[src/rtl/core/irsp_pkg.sv]
// Shared types, constants and helpers for the IR send payload parser.
package irsp_pkg;

    localparam int DEF_MAX_PULSES = 512;
    localparam int Q_DEPTH = 2;

    localparam logic [30:0] VALUE_MAX = 31'h7FFF_FFFF;
    localparam logic [12:0] SIG_CAP = 13'd4096;

    // summary status codes
    localparam logic [1:0] ST_OK    = 2'd0;
    localparam logic [1:0] ST_PARSE = 2'd1;
    localparam logic [1:0] ST_OVF   = 2'd2;

    // result kinds
    localparam logic [1:0] KIND_FREQ = 2'd0;
    localparam logic [1:0] KIND_TIME = 2'd1;
    localparam logic [1:0] KIND_SUM  = 2'd2;

    // option key matcher positions
    localparam logic [3:0] K_NONE   = 4'd0;
    localparam logic [3:0] K_S      = 4'd1;
    localparam logic [3:0] K_SEQ    = 4'd3;
    localparam logic [3:0] K_R      = 4'd4;
    localparam logic [3:0] K_REPEAT = 4'd9;
    localparam logic [3:0] K_G      = 4'd10;
    localparam logic [3:0] K_GAP    = 4'd12;

    // control characters
    localparam logic [7:0] CH_TAB = 8'h09;
    localparam logic [7:0] CH_LF  = 8'h0A;
    localparam logic [7:0] CH_CR  = 8'h0D;
    localparam logic [7:0] CH_SP  = 8'h20;

    typedef struct packed {
        logic [1:0]  kind;
        logic [30:0] value;
        logic [1:0]  status;
        logic [12:0] signal_count;
        logic [12:0] pulse_total;
        logic [30:0] repeat_count;
        logic [30:0] gap_us;
        logic        last;
    } res_t;

    // next expected letter of an option key, zero where the key ends
    function automatic logic [7:0] key_next(input logic [3:0] k);
        logic [7:0] ch;
        case (k)
            4'd1:    ch = "e";
            4'd2:    ch = "q";
            4'd4:    ch = "e";
            4'd5:    ch = "p";
            4'd6:    ch = "e";
            4'd7:    ch = "a";
            4'd8:    ch = "t";
            4'd10:   ch = "a";
            4'd11:   ch = "p";
            default: ch = 8'h00;
        endcase
        return ch;
    endfunction

    function automatic logic is_ws(input logic [7:0] c);
        return (c == CH_SP) || (c == CH_TAB) || (c == CH_CR) || (c == CH_LF);
    endfunction

    function automatic logic is_digit(input logic [7:0] c);
        return (c >= "0") && (c <= "9");
    endfunction

    // accumulate one decimal digit; top bit flags a value past VALUE_MAX
    function automatic logic [31:0] push_digit(input logic [30:0] acc, input logic [7:0] c);
        logic [34:0] v;
        logic [7:0]  d;
        d = c - "0";
        v = {acc, 3'b000} + {3'b000, acc, 1'b0} + {27'd0, d};
        return {(v > {4'd0, VALUE_MAX}), v[30:0]};
    endfunction

    function automatic logic [1:0] latch_err(input logic [1:0] err, input logic [1:0] code);
        return (err == ST_OK) ? code : err;
    endfunction

endpackage

[src/rtl/core/irsp_if.sv]
// Valid/ready channel interfaces for payload bytes and result items.
interface irsp_in_if;
    logic       valid;
    logic       ready;
    logic [7:0] char_byte;
    logic       is_last;

    modport source (output valid, char_byte, is_last, input ready);
    modport sink   (input valid, char_byte, is_last, output ready);
endinterface

interface irsp_out_if;
    logic        valid;
    logic        ready;
    logic [1:0]  kind;
    logic [30:0] value;
    logic [1:0]  status;
    logic [12:0] signal_count;
    logic [12:0] pulse_total;
    logic [30:0] repeat_count;
    logic [30:0] gap_us;
    logic        last;

    modport source (output valid, kind, value, status, signal_count, pulse_total,
                    repeat_count, gap_us, last, input ready);
    modport sink   (input valid, kind, value, status, signal_count, pulse_total,
                    repeat_count, gap_us, last, output ready);
endinterface

[src/rtl/core/ir_send_payload_parser.sv]
// Top level of the IR send payload parser.
//
// in_ch carries one payload byte per transfer (char_byte) with is_last set on
// the final byte. out_ch carries result items: a frequency when its ':' is
// seen, a timing when its terminating byte (or the payload end) is seen, and
// a summary with last set after the final byte.
// A byte's frequency or timing item is written to the result queue when the
// byte is taken; the summary is pushed after the last byte once there is room.
// Throughput: one byte per cycle while out_ch keeps up. After a last byte
// no input is taken until the summary, built by one 13x31 multiply from a
// snapshot register, has been pushed.
// A two-entry result queue sits between parser and out_ch: input keeps
// flowing while one result waits; once both entries are held, in_ch.ready
// drops until out_ch takes one.
// Reset clears the parse state to the start of a payload (repeat 1, gap 0,
// no error) and empties the queue; the parser also returns to this state
// after every last byte.
module ir_send_payload_parser #(
    parameter int MAX_PULSES = irsp_pkg::DEF_MAX_PULSES
) (
    input  logic       clk,
    input  logic       rst_n,
    irsp_in_if.sink    in_ch,
    irsp_out_if.source out_ch
);

    logic           q_space;
    logic           push_valid;
    irsp_pkg::res_t push_item;

    irsp_parse #(
        .MAX_PULSES (MAX_PULSES)
    ) u_parse (
        .clk        (clk),
        .rst_n      (rst_n),
        .in_ch      (in_ch),
        .q_space    (q_space),
        .push_valid (push_valid),
        .push_item  (push_item)
    );

    irsp_outq u_outq (
        .clk        (clk),
        .rst_n      (rst_n),
        .push_valid (push_valid),
        .push_item  (push_item),
        .q_space    (q_space),
        .out_ch     (out_ch)
    );

endmodule

[src/rtl/core/irsp_parse.sv]
// Byte parser: grammar state, number accumulation, counters and summary stage.
module irsp_parse #(
    parameter int MAX_PULSES = irsp_pkg::DEF_MAX_PULSES
) (
    input  logic            clk,
    input  logic            rst_n,
    irsp_in_if.sink         in_ch,
    input  logic            q_space,
    output logic            push_valid,
    output irsp_pkg::res_t  push_item
);

    localparam int BUDGET = 8 * MAX_PULSES;
    localparam int TIS_W  = $clog2(MAX_PULSES + 2);
    localparam int TT_W   = $clog2(BUDGET + 2);
    localparam int PR_W   = TT_W + 31;

    typedef enum logic [3:0] {
        PH_SIG_IDLE, PH_FREQ, PH_TIME, PH_SIG_TAIL, PH_OPT_IDLE, PH_OPT_KEY,
        PH_REP, PH_GAP_START, PH_GAP, PH_OPT_TAIL, PH_HALT
    } phase_t;

    phase_t            phase_reg, phase_next;
    logic [30:0]       acc_reg, acc_next;
    logic              dseen_reg, dseen_next;
    logic              neg_reg, neg_next;
    logic [3:0]        key_reg, key_next_v;
    logic [TIS_W-1:0]  tis_reg, tis_next;
    logic [TT_W-1:0]   tt_reg, tt_next;
    logic [12:0]       sig_reg, sig_next;
    logic [30:0]       rep_reg, rep_next;
    logic [30:0]       gap_reg, gap_next;
    logic [1:0]        err_reg, err_next;

    // end-of-payload snapshot
    logic              pend_reg;
    logic [TT_W-1:0]   s_tt_reg;
    logic [12:0]       s_sig_reg;
    logic [30:0]       s_rep_reg;
    logic [30:0]       s_gap_reg;
    logic [1:0]        s_err_reg;

    logic              accept;
    logic              em_valid;
    logic [1:0]        em_kind;
    logic [30:0]       em_value;
    logic [31:0]       pd;
    logic [7:0]        c;

    assign c            = in_ch.char_byte;
    assign in_ch.ready  = !pend_reg && q_space;
    assign accept       = in_ch.valid && in_ch.ready;

    // parse one byte, then apply the end-of-payload rules on the last byte
    always_comb
    begin
        phase_next = phase_reg;
        acc_next   = acc_reg;
        dseen_next = dseen_reg;
        neg_next   = neg_reg;
        key_next_v = key_reg;
        tis_next   = tis_reg;
        tt_next    = tt_reg;
        sig_next   = sig_reg;
        rep_next   = rep_reg;
        gap_next   = gap_reg;
        err_next   = err_reg;
        em_valid   = 1'b0;
        em_kind    = irsp_pkg::KIND_TIME;
        em_value   = acc_reg;
        pd         = irsp_pkg::push_digit(acc_reg, c);

        case (phase_reg)
            PH_SIG_IDLE:
            begin
                if (irsp_pkg::is_ws(c) || c == ";")
                begin
                end
                else if (c == "|")
                begin
                    if (sig_reg == '0)
                    begin
                        err_next   = irsp_pkg::latch_err(err_next, irsp_pkg::ST_PARSE);
                        phase_next = PH_HALT;
                    end
                    else
                        phase_next = PH_OPT_IDLE;
                end
                else if (irsp_pkg::is_digit(c))
                begin
                    acc_next   = {23'd0, c - 8'("0")};
                    dseen_next = 1'b1;
                    phase_next = PH_FREQ;
                end
                else
                begin
                    err_next   = irsp_pkg::latch_err(err_next, irsp_pkg::ST_PARSE);
                    phase_next = PH_HALT;
                end
            end
            PH_FREQ:
            begin
                if (irsp_pkg::is_digit(c))
                begin
                    if (pd[31])
                    begin
                        err_next   = irsp_pkg::latch_err(err_next, irsp_pkg::ST_PARSE);
                        phase_next = PH_HALT;
                    end
                    else
                    begin
                        acc_next   = pd[30:0];
                        dseen_next = 1'b1;
                    end
                end
                else if (c == ":")
                begin
                    em_valid   = 1'b1;
                    em_kind    = irsp_pkg::KIND_FREQ;
                    em_value   = acc_reg;
                    tis_next   = '0;
                    acc_next   = '0;
                    dseen_next = 1'b0;
                    phase_next = PH_TIME;
                end
                else
                begin
                    err_next   = irsp_pkg::latch_err(err_next, irsp_pkg::ST_PARSE);
                    phase_next = PH_HALT;
                end
            end
            PH_TIME:
            begin
                if (irsp_pkg::is_digit(c))
                begin
                    if (pd[31])
                    begin
                        err_next   = irsp_pkg::latch_err(err_next, irsp_pkg::ST_PARSE);
                        phase_next = PH_HALT;
                    end
                    else
                    begin
                        acc_next   = pd[30:0];
                        dseen_next = 1'b1;
                    end
                end
                else if (!dseen_reg)
                begin
                    err_next   = irsp_pkg::latch_err(err_next, irsp_pkg::ST_PARSE);
                    phase_next = PH_HALT;
                end
                else
                begin
                    tis_next = tis_reg + 1'b1;
                    if (tis_next > TIS_W'(MAX_PULSES))
                    begin
                        err_next   = irsp_pkg::latch_err(err_next, irsp_pkg::ST_OVF);
                        phase_next = PH_HALT;
                    end
                    else
                    begin
                        if (tt_reg <= TT_W'(BUDGET))
                            tt_next = tt_reg + 1'b1;
                        em_valid   = 1'b1;
                        em_kind    = irsp_pkg::KIND_TIME;
                        em_value   = acc_reg;
                        acc_next   = '0;
                        dseen_next = 1'b0;
                        if (c == ",")
                        begin
                        end
                        else if (irsp_pkg::is_ws(c))
                            phase_next = PH_SIG_TAIL;
                        else if (c == ";" || c == "|")
                        begin
                            if (sig_reg < irsp_pkg::SIG_CAP)
                                sig_next = sig_reg + 1'b1;
                            phase_next = (c == ";") ? PH_SIG_IDLE : PH_OPT_IDLE;
                        end
                        else
                        begin
                            err_next   = irsp_pkg::latch_err(err_next, irsp_pkg::ST_PARSE);
                            phase_next = PH_HALT;
                        end
                    end
                end
            end
            PH_SIG_TAIL:
            begin
                if (irsp_pkg::is_ws(c))
                begin
                end
                else if (c == ";" || c == "|")
                begin
                    if (sig_reg < irsp_pkg::SIG_CAP)
                        sig_next = sig_reg + 1'b1;
                    phase_next = (c == ";") ? PH_SIG_IDLE : PH_OPT_IDLE;
                end
                else
                begin
                    err_next   = irsp_pkg::latch_err(err_next, irsp_pkg::ST_PARSE);
                    phase_next = PH_HALT;
                end
            end
            PH_OPT_IDLE:
            begin
                if (irsp_pkg::is_ws(c) || c == "|")
                begin
                end
                else if (c == "s" || c == "r" || c == "g")
                begin
                    key_next_v = (c == "s") ? irsp_pkg::K_S :
                                 (c == "r") ? irsp_pkg::K_R : irsp_pkg::K_G;
                    phase_next = PH_OPT_KEY;
                end
                else
                begin
                    err_next   = irsp_pkg::latch_err(err_next, irsp_pkg::ST_PARSE);
                    phase_next = PH_HALT;
                end
            end
            PH_OPT_KEY:
            begin
                if (key_reg == irsp_pkg::K_SEQ)
                begin
                    if (irsp_pkg::is_ws(c))
                        phase_next = PH_OPT_TAIL;
                    else if (c == "|")
                        phase_next = PH_OPT_IDLE;
                    else
                    begin
                        err_next   = irsp_pkg::latch_err(err_next, irsp_pkg::ST_PARSE);
                        phase_next = PH_HALT;
                    end
                end
                else if (c == "=")
                begin
                    acc_next   = '0;
                    dseen_next = 1'b0;
                    neg_next   = 1'b0;
                    if (key_reg == irsp_pkg::K_REPEAT)
                        phase_next = PH_REP;
                    else if (key_reg == irsp_pkg::K_GAP)
                        phase_next = PH_GAP_START;
                    else
                    begin
                        err_next   = irsp_pkg::latch_err(err_next, irsp_pkg::ST_PARSE);
                        phase_next = PH_HALT;
                    end
                end
                else if (irsp_pkg::key_next(key_reg) != 8'h00 &&
                         c == irsp_pkg::key_next(key_reg))
                    key_next_v = key_reg + 1'b1;
                else
                begin
                    err_next   = irsp_pkg::latch_err(err_next, irsp_pkg::ST_PARSE);
                    phase_next = PH_HALT;
                end
            end
            PH_GAP_START:
            begin
                if (c == "-")
                begin
                    neg_next   = 1'b1;
                    phase_next = PH_GAP;
                end
                else if (c == "+")
                    phase_next = PH_GAP;
                else if (irsp_pkg::is_digit(c))
                begin
                    acc_next   = {23'd0, c - 8'("0")};
                    dseen_next = 1'b1;
                    phase_next = PH_GAP;
                end
                else
                begin
                    err_next   = irsp_pkg::latch_err(err_next, irsp_pkg::ST_PARSE);
                    phase_next = PH_HALT;
                end
            end
            PH_REP, PH_GAP:
            begin
                if (irsp_pkg::is_digit(c))
                begin
                    if (pd[31])
                    begin
                        err_next   = irsp_pkg::latch_err(err_next, irsp_pkg::ST_PARSE);
                        phase_next = PH_HALT;
                    end
                    else
                    begin
                        acc_next   = pd[30:0];
                        dseen_next = 1'b1;
                    end
                end
                else if (!dseen_reg || !(irsp_pkg::is_ws(c) || c == "|"))
                begin
                    err_next   = irsp_pkg::latch_err(err_next, irsp_pkg::ST_PARSE);
                    phase_next = PH_HALT;
                end
                else if ((phase_reg == PH_REP && acc_reg == '0) ||
                         (phase_reg == PH_GAP && neg_reg && acc_reg != '0))
                begin
                    err_next   = irsp_pkg::latch_err(err_next, irsp_pkg::ST_PARSE);
                    phase_next = PH_HALT;
                end
                else
                begin
                    if (phase_reg == PH_REP)
                        rep_next = acc_reg;
                    else
                        gap_next = acc_reg;
                    phase_next = irsp_pkg::is_ws(c) ? PH_OPT_TAIL : PH_OPT_IDLE;
                end
            end
            PH_OPT_TAIL:
            begin
                if (irsp_pkg::is_ws(c))
                begin
                end
                else if (c == "|")
                    phase_next = PH_OPT_IDLE;
                else
                begin
                    err_next   = irsp_pkg::latch_err(err_next, irsp_pkg::ST_PARSE);
                    phase_next = PH_HALT;
                end
            end
            default:
            begin
            end
        endcase

        // end of payload, applied to the state left by this byte
        if (in_ch.is_last)
        begin
            case (phase_next)
                PH_SIG_IDLE:
                begin
                    if (sig_next == '0)
                        err_next = irsp_pkg::latch_err(err_next, irsp_pkg::ST_PARSE);
                end
                PH_FREQ, PH_GAP_START:
                    err_next = irsp_pkg::latch_err(err_next, irsp_pkg::ST_PARSE);
                PH_TIME:
                begin
                    if (!dseen_next)
                        err_next = irsp_pkg::latch_err(err_next, irsp_pkg::ST_PARSE);
                    else if (tis_next + 1'b1 > TIS_W'(MAX_PULSES))
                        err_next = irsp_pkg::latch_err(err_next, irsp_pkg::ST_OVF);
                    else
                    begin
                        if (tt_next <= TT_W'(BUDGET))
                            tt_next = tt_next + 1'b1;
                        em_valid = 1'b1;
                        em_kind  = irsp_pkg::KIND_TIME;
                        em_value = acc_next;
                        if (sig_next < irsp_pkg::SIG_CAP)
                            sig_next = sig_next + 1'b1;
                    end
                end
                PH_SIG_TAIL:
                begin
                    if (sig_next < irsp_pkg::SIG_CAP)
                        sig_next = sig_next + 1'b1;
                end
                PH_OPT_KEY:
                begin
                    if (key_next_v != irsp_pkg::K_SEQ)
                        err_next = irsp_pkg::latch_err(err_next, irsp_pkg::ST_PARSE);
                end
                PH_REP, PH_GAP:
                begin
                    if (!dseen_next)
                        err_next = irsp_pkg::latch_err(err_next, irsp_pkg::ST_PARSE);
                    else if (phase_next == PH_REP)
                    begin
                        if (acc_next == '0)
                            err_next = irsp_pkg::latch_err(err_next, irsp_pkg::ST_PARSE);
                        else
                            rep_next = acc_next;
                    end
                    else
                    begin
                        if (neg_next && acc_next != '0)
                            err_next = irsp_pkg::latch_err(err_next, irsp_pkg::ST_PARSE);
                        else
                            gap_next = acc_next;
                    end
                end
                default:
                begin
                end
            endcase
        end
    end

    // hold parse state; snapshot and clear at the end of a payload
    always_ff @(posedge clk or negedge rst_n)
    begin
        if (!rst_n)
        begin
            phase_reg <= PH_SIG_IDLE;
            acc_reg   <= '0;
            dseen_reg <= 1'b0;
            neg_reg   <= 1'b0;
            key_reg   <= irsp_pkg::K_NONE;
            tis_reg   <= '0;
            tt_reg    <= '0;
            sig_reg   <= '0;
            rep_reg   <= 31'd1;
            gap_reg   <= '0;
            err_reg   <= irsp_pkg::ST_OK;
            pend_reg  <= 1'b0;
        end
        else
        begin
            if (pend_reg && q_space)
                pend_reg <= 1'b0;
            if (accept)
            begin
                if (in_ch.is_last)
                begin
                    pend_reg  <= 1'b1;
                    phase_reg <= PH_SIG_IDLE;
                    acc_reg   <= '0;
                    dseen_reg <= 1'b0;
                    neg_reg   <= 1'b0;
                    key_reg   <= irsp_pkg::K_NONE;
                    tis_reg   <= '0;
                    tt_reg    <= '0;
                    sig_reg   <= '0;
                    rep_reg   <= 31'd1;
                    gap_reg   <= '0;
                    err_reg   <= irsp_pkg::ST_OK;
                end
                else
                begin
                    phase_reg <= phase_next;
                    acc_reg   <= acc_next;
                    dseen_reg <= dseen_next;
                    neg_reg   <= neg_next;
                    key_reg   <= key_next_v;
                    tis_reg   <= tis_next;
                    tt_reg    <= tt_next;
                    sig_reg   <= sig_next;
                    rep_reg   <= rep_next;
                    gap_reg   <= gap_next;
                    err_reg   <= err_next;
                end
            end
        end
    end

    // summary snapshot payload
    always_ff @(posedge clk)
    begin
        if (accept && in_ch.is_last)
        begin
            s_tt_reg  <= tt_next;
            s_sig_reg <= sig_next;
            s_rep_reg <= rep_next;
            s_gap_reg <= gap_next;
            s_err_reg <= err_next;
        end
    end

    // build the summary from the snapshot
    logic [PR_W-1:0] prod;
    logic [1:0]      s_status;

    assign prod = PR_W'(s_tt_reg) * PR_W'((s_sig_reg == 13'd1) ? s_rep_reg : 31'd1);

    always_comb
    begin
        if (s_err_reg != irsp_pkg::ST_OK)
            s_status = s_err_reg;
        else if (prod > PR_W'(BUDGET))
            s_status = irsp_pkg::ST_OVF;
        else
            s_status = irsp_pkg::ST_OK;
    end

    // drive the result push: summary when pending, otherwise the byte's item
    always_comb
    begin
        push_item = '0;
        if (pend_reg)
        begin
            push_valid             = q_space;
            push_item.kind         = irsp_pkg::KIND_SUM;
            push_item.status       = s_status;
            push_item.signal_count = s_sig_reg;
            push_item.pulse_total  = (s_status == irsp_pkg::ST_OK) ? prod[12:0] : 13'd0;
            push_item.repeat_count = s_rep_reg;
            push_item.gap_us       = s_gap_reg;
            push_item.last         = 1'b1;
        end
        else
        begin
            push_valid     = accept && em_valid;
            push_item.kind = em_kind;
            push_item.value = em_value;
        end
    end

    a_last_pends: assert property (@(posedge clk) disable iff (!rst_n)
        (accept && in_ch.is_last) |=> pend_reg)
        else $error("last byte did not schedule a summary");

    a_rep_nonzero: assert property (@(posedge clk) disable iff (!rst_n)
        rep_reg != '0)
        else $error("repeat value became zero");

    a_tis_bound: assert property (@(posedge clk) disable iff (!rst_n)
        (phase_reg != PH_HALT) |-> (tis_reg <= TIS_W'(MAX_PULSES)))
        else $error("timing count past limit while parsing");

    a_halt_err: assert property (@(posedge clk) disable iff (!rst_n)
        (phase_reg == PH_HALT) |-> (err_reg != irsp_pkg::ST_OK))
        else $error("halted without a latched error");

endmodule

[src/rtl/core/irsp_outq.sv]
// Two-entry result queue that parts the parser from the output channel.
module irsp_outq (
    input  logic           clk,
    input  logic           rst_n,
    input  logic           push_valid,
    input  irsp_pkg::res_t push_item,
    output logic           q_space,
    irsp_out_if.source     out_ch
);

    localparam int PTR_W = $clog2(irsp_pkg::Q_DEPTH);
    localparam int CNT_W = $clog2(irsp_pkg::Q_DEPTH + 1);

    irsp_pkg::res_t   mem_reg [irsp_pkg::Q_DEPTH];
    logic [PTR_W-1:0] wr_reg;
    logic [PTR_W-1:0] rd_reg;
    logic [CNT_W-1:0] cnt_reg;
    logic             pop;
    irsp_pkg::res_t   head;

    assign q_space = cnt_reg < CNT_W'(irsp_pkg::Q_DEPTH);
    assign pop     = out_ch.valid && out_ch.ready;
    assign head    = mem_reg[rd_reg];

    assign out_ch.valid        = cnt_reg != '0;
    assign out_ch.kind         = head.kind;
    assign out_ch.value        = head.value;
    assign out_ch.status       = head.status;
    assign out_ch.signal_count = head.signal_count;
    assign out_ch.pulse_total  = head.pulse_total;
    assign out_ch.repeat_count = head.repeat_count;
    assign out_ch.gap_us       = head.gap_us;
    assign out_ch.last         = head.last;

    // advance pointers and count
    always_ff @(posedge clk or negedge rst_n)
    begin
        if (!rst_n)
        begin
            wr_reg  <= '0;
            rd_reg  <= '0;
            cnt_reg <= '0;
        end
        else
        begin
            if (push_valid)
                wr_reg <= (wr_reg == PTR_W'(irsp_pkg::Q_DEPTH - 1)) ? '0 : wr_reg + 1'b1;
            if (pop)
                rd_reg <= (rd_reg == PTR_W'(irsp_pkg::Q_DEPTH - 1)) ? '0 : rd_reg + 1'b1;
            if (push_valid && !pop)
                cnt_reg <= cnt_reg + 1'b1;
            else if (pop && !push_valid)
                cnt_reg <= cnt_reg - 1'b1;
        end
    end

    // store pushed items
    always_ff @(posedge clk)
    begin
        if (push_valid)
            mem_reg[wr_reg] <= push_item;
    end

    a_no_overrun: assert property (@(posedge clk) disable iff (!rst_n)
        push_valid |-> q_space)
        else $error("push into a full result queue");

endmodule

[src/flat_wrapper.sv]
// flat-port wrapper written by rule: the top's interface ports become plain ports
module ir_send_payload_parser_flat 
#(
    parameter int MAX_PULSES = irsp_pkg::DEF_MAX_PULSES
)
  (clk, rst_n, in_ch_valid, in_ch_char_byte, in_ch_is_last, in_ch_ready, out_ch_valid, out_ch_kind, out_ch_value, out_ch_status, out_ch_signal_count, out_ch_pulse_total, out_ch_repeat_count, out_ch_gap_us, out_ch_last, out_ch_ready);
  irsp_in_if in_ch_i ();
  irsp_out_if out_ch_i ();
  input  logic clk;
  input  logic rst_n;
  input wire logic [$bits(in_ch_i.valid)-1:0] in_ch_valid;
  input wire logic [$bits(in_ch_i.char_byte)-1:0] in_ch_char_byte;
  input wire logic [$bits(in_ch_i.is_last)-1:0] in_ch_is_last;
  output wire logic [$bits(in_ch_i.ready)-1:0] in_ch_ready;
  output wire logic [$bits(out_ch_i.valid)-1:0] out_ch_valid;
  output wire logic [$bits(out_ch_i.kind)-1:0] out_ch_kind;
  output wire logic [$bits(out_ch_i.value)-1:0] out_ch_value;
  output wire logic [$bits(out_ch_i.status)-1:0] out_ch_status;
  output wire logic [$bits(out_ch_i.signal_count)-1:0] out_ch_signal_count;
  output wire logic [$bits(out_ch_i.pulse_total)-1:0] out_ch_pulse_total;
  output wire logic [$bits(out_ch_i.repeat_count)-1:0] out_ch_repeat_count;
  output wire logic [$bits(out_ch_i.gap_us)-1:0] out_ch_gap_us;
  output wire logic [$bits(out_ch_i.last)-1:0] out_ch_last;
  input wire logic [$bits(out_ch_i.ready)-1:0] out_ch_ready;
  assign in_ch_i.valid = in_ch_valid;
  assign in_ch_i.char_byte = in_ch_char_byte;
  assign in_ch_i.is_last = in_ch_is_last;
  assign in_ch_ready = in_ch_i.ready;
  assign out_ch_valid = out_ch_i.valid;
  assign out_ch_kind = out_ch_i.kind;
  assign out_ch_value = out_ch_i.value;
  assign out_ch_status = out_ch_i.status;
  assign out_ch_signal_count = out_ch_i.signal_count;
  assign out_ch_pulse_total = out_ch_i.pulse_total;
  assign out_ch_repeat_count = out_ch_i.repeat_count;
  assign out_ch_gap_us = out_ch_i.gap_us;
  assign out_ch_last = out_ch_i.last;
  assign out_ch_i.ready = out_ch_ready;
  ir_send_payload_parser #(.MAX_PULSES(MAX_PULSES)) u_core (.clk(clk), .rst_n(rst_n), .in_ch(in_ch_i), .out_ch(out_ch_i));
endmodule
[config.mk]
export PLATFORM = sky130hd
export DESIGN_NAME = ir_send_payload_parser_flat
export DESIGN_NICKNAME = d
export VERILOG_FILES = /design/src/rtl/core/irsp_pkg.sv /design/src/rtl/core/irsp_if.sv /design/src/rtl/core/ir_send_payload_parser.sv /design/src/rtl/core/irsp_parse.sv /design/src/rtl/core/irsp_outq.sv /design/src/flat_wrapper.sv
export SDC_FILE = /design/constraint.sdc
export NUM_CORES = 2
export LEC_CHECK = 0
export BUFFER_PORTS_ARGS = -buffer_cell sky130_fd_sc_hd__buf_2
export CAP_MARGIN = 0
export CORE_MARGIN = 3
export CORE_UTILIZATION = 55
export CTS_CLUSTER_SIZE = 8
export DETAILED_ROUTE_END_ITERATION = 12
export GPL_TIMING_DRIVEN = 0
export PLACE_DENSITY = 0.72
export SETUP_SLACK_MARGIN = 0.05
export SYNTH_ARGS = -nofsm -noshare
export SYNTH_HDL_FRONTEND = slang
export SYNTH_SLANG_ARGS = --single-unit
[constraint.sdc]
create_clock -name clk -period 24 [get_ports clk]
set_input_delay 4.8 -clock clk [delete_from_list [all_inputs] [get_ports clk]]
set_output_delay 4.8 -clock clk [all_outputs]
set_load 0.02 [all_outputs]
# After elaboration in Yosys (flattened, before gate mapping)

Memory sizes are Yosys's and may differ from the RTL's.
Index checks and enable logic that the tools add are counted.

$add $sub $neg: 14
$mul: 1
Order comparisons: 11
Eq/ne operators: 36
Multiplexer cells: 220
Reductions and logical operators: 47

Operator list:

| kind                    | number |
|---|---|
| $mux W31                | 43 |
| $mux W13                | 24 |
| $pmux W31 S6            | 1 |
| $mux W4                 | 37 |
| $mux W2                 | 53 |
| $mux W91                | 1 |
| $logic_not A31 Y1       | 2 |
| $reduce_bool A31 Y1     | 2 |
| $eq A8 B6 Y1 const B    | 7 |
| $add A13 B1 Y13 const B | 4 |
| $pmux W13 S2            | 2 |
| $mux W10                | 5 |
| $mux W8                 | 6 |
| $gt A44 B13 Y1 const B  | 1 |
| $mul A13 B31 Y44        | 1 |
| $mux W1                 | 39 |
| $pmux W4 S9             | 1 |
| $add A34 B32 Y35        | 1 |
| $add A35 B8 Y35         | 1 |
| $gt A35 B31 Y1 const B  | 1 |
| $eq A8 B7 Y1 const B    | 4 |
| $eq A4 B3 Y1 const B    | 7 |
| $le A13 B13 Y1 const B  | 2 |
| $logic_not A13 Y1       | 2 |
| other kinds (33)        | 82 |

Register bits after elaboration: 236
Memory bits (writable): 248
ROM bits: 160
Output and inout port bits: 126
Logic and storage cells: 352
Memories: 3

Memories:

| memory                | words | bits a word | read ports | clocked after Yosys merged registers in | wr ports | line            | text |
|---|---|---|---|---|---|---|---|
| u_core.u_outq.mem_reg | 2     | 124         | 1          | 0                                       | 1        | irsp_outq.sv:14 | `irsp_pkg::res_t mem_reg [irsp_pkg::Q_DEPTH];` |
| (no name shown)       | 16    | 5           | 1          | 0                                       | 0        | irsp_pkg.sv:49  | `case (k)` |
| (no name shown)       | 16    | 5           | 1          | 0                                       | 0        | irsp_pkg.sv:49  |  |

# Logic depth before layout (Yosys ltp)

Depth after elaboration: 19
Mapped depth: 32

# Hierarchy

A second synthesis with hierarchy kept.

Cells, all modules: 3983
Area total of the unflattened synthesis: 40101.0 µm²

Modules (own cells, without submodules):

| module     | instances | cells an instance | area each (µm²) | seq. area each (µm²) |
|---|---|---|---|---|
| irsp_parse | 1         | 3581              | 30769.5         | 6257.3 |
| irsp_outq  | 1         | 402               | 9331.4          | 7547.2 |

# Worst setup path after synthesis

OpenSTA, ideal clock, no wires.

Path type: input to register
From: input port in_ch_char_byte[6]
To: memory u_core.u_outq.mem_reg[0][0] (netlist name) (enable)
Data arrival time: 14.685 ns
Required time: 23.379 ns
Path slack: 8.694 ns
Stages: 21
Cells stage by stage: buf_2 clkbuf_1 a21oi_1 xor2_1 fa_1 ha_1 buf_2 o21ai_0 nand2b_1 a311oi_1 nor2_1 a21oi_1 mux2_2 or3_1 buf_2 a31oi_2 nor3b_2 nor3b_2 o21ai_1 a21oi_2 nor2b_1

Word-level cells in the longest chain between the ends: 17

RTL lines:

| item                                                                     | line                         | text |
|---|---|---|
| from (decl)                                                              | flat_wrapper.sv:12           | `input wire logic [$bits(in_ch_i.char_byte)-1:0] in_ch_char_byte;` |
| parallel branches: the longest is 12 deep, another holds $add A35 B8 Y35 | --                           |  |
| $mux W1 (*)                                                              | irsp_parse.sv:335            | `if (in_ch.is_last)` |
| $logic_and A1 B1 Y1 (*)                                                  | irsp_parse.sv:501            | `push_valid = accept && em_valid;` |
| $mux W1 (*)                                                              | irsp_parse.sv:488            | `if (pend_reg)` |
| named net u_core.push_valid                                              | ir_send_payload_parser.sv:28 | `logic push_valid;` |
| $mux W1 (*)                                                              | irsp_outq.sv:60              | `if (push_valid)` |
| $mux W1 (not written as such) (*)                                        | irsp_outq.sv:61              | `mem_reg[wr_reg] <= push_item;` |
| to (decl)                                                                | irsp_outq.sv:14              |  |

Mark *: on every way through the listed nets, which the timed path passes.

# Worst setup path in the final report

From: input port in_ch_char_byte[6]
To: memory u_core.u_outq.mem_reg[0][64] (netlist name) (enable)

The elaborated chain is that of the path after synthesis.

==> key figures <==
Worst setup path
  • Crit path capture type: register
  • Slowest stage delay, CP: 0.77 ns
  • Delay-heaviest family, CP: simple AND/OR/NAND/NOR gates
  • Worst-path fanout max: 33
  • Critical Path, Cell by Cell: buf_2 -> clkbuf_1 -> a21oi_1 -> xor2_1 -> fa_1 -> ha_1 -> buf_2 -> nand2_1 -> nor4_1 -> a21oi_1 -> o311ai_0 -> o211ai_1 -> or3_1 -> buf_2 -> a31oi_2 -> nor3b_2 -> nor3b_2 -> o21ai_1 -> a21oi_2 -> nor2b_4 -> buf_12 -> buf_12 -> buf_12
  • Crit path DAT: 12.45 ns
  • Setup Crit Path Kind: input pin to register
  • CP bufs+invs: 7
  • Critical path startpoint category: input pin
  • R2R Path End: u_core.u_outq.mem_reg[1][70]
  • Worst setup path startpoint: in_ch_char_byte[6]
  • Slowest cell on crit path: nor3b_2
  • CP required: 24.28 ns
  • Worst Reg-to-Reg Cells: 27
  • R2R Setup Slk: 12.93 ns
  • Crit Reg-Reg Startpoint: u_core.u_parse.s_sig_reg[12]
  • CP Capture Point: u_core.u_outq.mem_reg[0][64]
  • Cell count along the critical path: 23

Final layout
  • Fill cell total of the finished layout: 5849
  • Nets: 4692
  • Layout area overhead: 10.5%
  • Largest register FFs: 246
  • Share of cells above drive strength 1: 10.1%
  • Fin cells: 5185
  • Post-Route Utilization: 61.8%
  • Area of the multi-input gates: 23200 um^2
  • Register Area: 13700 um^2

Timing
  • Min cycle time layout: 12.18 ns
  • Fin. Hold Viols: 0
  • Max_slew headroom: 13.2%
  • Fmax: 82.1 MHz
  • Crit share post-route: 50.7%
  • Worst Tran Pin Value: 1.30 ns
  • Clock Skews: 0.0532 ns
  • # setup viols final: 0
  • Final Slew Violations: 0
  • Setup_tns: 0 ns
  • RSZ-0062 raised after global routing: false

Global route
  • Total Routing Usage GR: 33.0%
  • Initial antenna violation count: 1
  • Vias in the first global route: 31400
  • Grt total ovfl: 0
  • First-pass GRT wire length: 187 mm
  • Largest net degree at the start of global routing: 79

Synthesis
  • Netlist cell types: 102
  • Post-synthesis net count: 4475
  • Post-synth EDFFs: 336
  • Post-Synthesis Cells: 3974
  • Ys flop type: edfxtp_1
  • Syn. warnings: 0
  • Mapped cell area: 39400 um^2
  • Asr flop ratio synth: 30.3%
  • Syn_area_per_cell: 9.92 um^2
  • Register area share after synthesis: 34.9%
  • Register bit total from synthesis: 482

Placement
  • Gpl congestion: 1.00
  • Port buffer count: 136
  • Inst Count DP: 5058
  • Hpwl dp: 95.2 mm

Power and ir drop
  • Pint: 1.92 mW
  • Combinational power share: 33.2%
  • P per Cell Area: 70.0 nW/um^2
  • Reg power frac: 36.0%
  • Net Sw Power: 1.13 mW
  • Sw frac: 37.0%
  • Clock group share of total power: 30.8%
  • Leakage power: 18.3 nW
  • Tot Pwr: 3.05 mW
  • Worst vdd ir: 0.0000668 V

Clock tree
  • Clock sinks: 482
  • Root buffer cell: clkbuf_16
  • Clk pin slew, worst setup/hold paths: 0.05 ns
  • CTS H-tree lvls: 3
  • Post-CTS setup buffer count: 0
  • CTS Hold Buffers Added: 0
  • CTS max path bufs: 3
  • Post_cts resized: 0
  • CTS tree: built
  • TritonCTS Buffers: 71
  • Clk Latency, worst-skew pair: 0.64 ns

Detailed routing
  • WL per Instance: 24.0 um
  • DRC: 0
  • Via density: 6.17
  • Drt pass-1 iters: 5
  • Remaining antenna violation count: 0
  • Vias: 32000
  • Initial DRC count: 3303
  • Final WL: 124 mm

Run status
  • Status: finished clean

Floorplanning
  • Die Height: 274 um
  • Die W: 274 um
  • Initial core utilization: 55.9%
  • Core Area: 70500 um^2
  • Row cnt: 97
  • Die area: 74900 um^2
  • Ports: 139

Worst hold path
  • Hold path depth: 2
  • Worst hold path class: register to register

Flow run
  • Max-cap viol count: 0
==> kinds of logic (layout without fill, tap and decap cells) <==
| kind of cell | after synthesis | in the layout | share of synthesized area, % |
|---|---|---|---|
| flip-flops | 482 | 482 | 34.9 |
| XOR/XNOR | 98 | 98 | 2.18 |
| buffers and inverters | 654 | 923 | 6.46 |
| AND/OR/NAND/NOR | 1287 | 1287 | 16.2 |
| other | 0 | 2 | 0 |
| AO/OA/AOI/OAI | 705 | 705 | 11.6 |
| multiplexers | 260 | 260 | 7.02 |
| adder cells (fa/ha/maj) | 488 | 488 | 21.7 |
==> through the flow <==
stage          hold slack [ns]  instance area [um^2]  setup WS [ns]
3_5_place_dp             0.471                 41500          11.39
5_1_grt                  0.507                 43600          11.33
6_report                 0.480                 43600          11.83
4_1_cts                  0.482                 43600          11.97
3_3_place_gp             0.462                 41300           3.14
2_1_floorplan            0.442                 39400           8.69
==> routing by layer <==
layer	track usage (%)	vias up	share of wire, %	routed length (um)
li1	-	14200	-	-
met1	44.1	15800	40	49500
met2	52.8	1595	46	57200
met3	4.28	369	8.1	10100
met4	17.6	0	6.1	7610
met5	0	-	0	0
==> cell usage after synthesis (9+ instances only) <==
cell type / n / area [um^2]
or4_1: 11 / 82.6
nor4_1: 27 / 169
nand3_1: 54 / 270
nand4_1: 26 / 163
xor2_1: 43 / 377
a21oi_1: 130 / 651
nor3b_1: 12 / 90.1
a22oi_1: 50 / 375
clkbuf_1: 210 / 788
nand2_1: 519 / 1950
a22o_1: 12 / 105
o22ai_1: 20 / 125
nor3_1: 56 / 280
o21ai_0: 214 / 1070
inv_1: 406 / 1520
nor2_1: 168 / 631
nand2b_1: 15 / 93.8
and2_1: 128 / 801
xnor2_1: 55 / 482
or3_1: 9 / 56.3
a21o_1: 32 / 240
nor4b_1: 9 / 78.8
nor2b_1: 23 / 144
o21a_1: 24 / 180
mux2i_1: 129 / 1290
and3_1: 181 / 1130
a211oi_1: 48 / 360
a31oi_1: 24 / 150
fa_1: 325 / 6510
o31ai_1: 20 / 150
ha_1: 163 / 2040
o211ai_1: 22 / 165
edfxtp_1: 336 / 10100
buf_2: 22 / 110
mux2_2: 131 / 1480
dfrtp_1: 145 / 3630
==> worst reg2reg max path, delay by kind of cell, from the launching register on <==
kind / cells / cell delay (ns)
flip-flops: 1 / 0.37
AND/OR/NAND/NOR: 11 / 4.64
AO/OA/AOI/OAI: 4 / 1.31
adder cells (fa/ha/maj): 6 / 3.09
buffers and inverters: 6 / 1.49
==> area by class of cell <==
cell class / count / share of cell area [%]
tap: 940 / 2.70
inverter: 408 / 3.52
clock buffer: 117 / 4.54
timing repair buffer: 144 / 2.01
sequential: 482 / 31.5
clock inverter: 8 / 0.230
antenna: 2 / 0.0115
multi-input combinational: 2838 / 53.1
buffer: 246 / 2.33
==> how the worst min path moves through the flow <==
stage                                     from                          to  slack [ns]
finish              u_core.u_parse.gap_reg[20]  u_core.u_parse.gap_reg[20]        0.48
global route         u_core.u_parse.gap_reg[9]   u_core.u_parse.gap_reg[9]        0.51
CTS                 u_core.u_parse.gap_reg[20]  u_core.u_parse.gap_reg[20]        0.48
detailed placement  u_core.u_parse.gap_reg[19]  u_core.u_parse.gap_reg[19]        0.47
global placement    u_core.u_parse.gap_reg[23]  u_core.u_parse.gap_reg[23]        0.46
floorplan            u_core.u_parse.gap_reg[1]   u_core.u_parse.gap_reg[1]        0.44
==> cells in the final DEF (no fill, tap or decap), drive strengths merged, types with 54 or more instances in the layout <==
cell	instances
mux2	131
mux2i	129
fa	325
nand3	54
o21ai	219
ha	163
nor2	169
and3	181
clkbuf	327
inv	411
dfrtp	145
xnor2	55
a21oi	133
nor3	56
edfxtp	336
nand2	519
buf	180
and2	130
==> power groups by stage <==
stage	clock [mW]	combinational (mW)	sequential [mW]
after floorplan	0	0.648	1.09
after global placement	0	0.978	1.13
after detailed placement	0	1.00	1.11
after CTS	0.951	1.01	1.09
after global routing	0.985	1.08	1.10
final	0.939	1.01	1.10
Power figures use the tool's default switching activity.
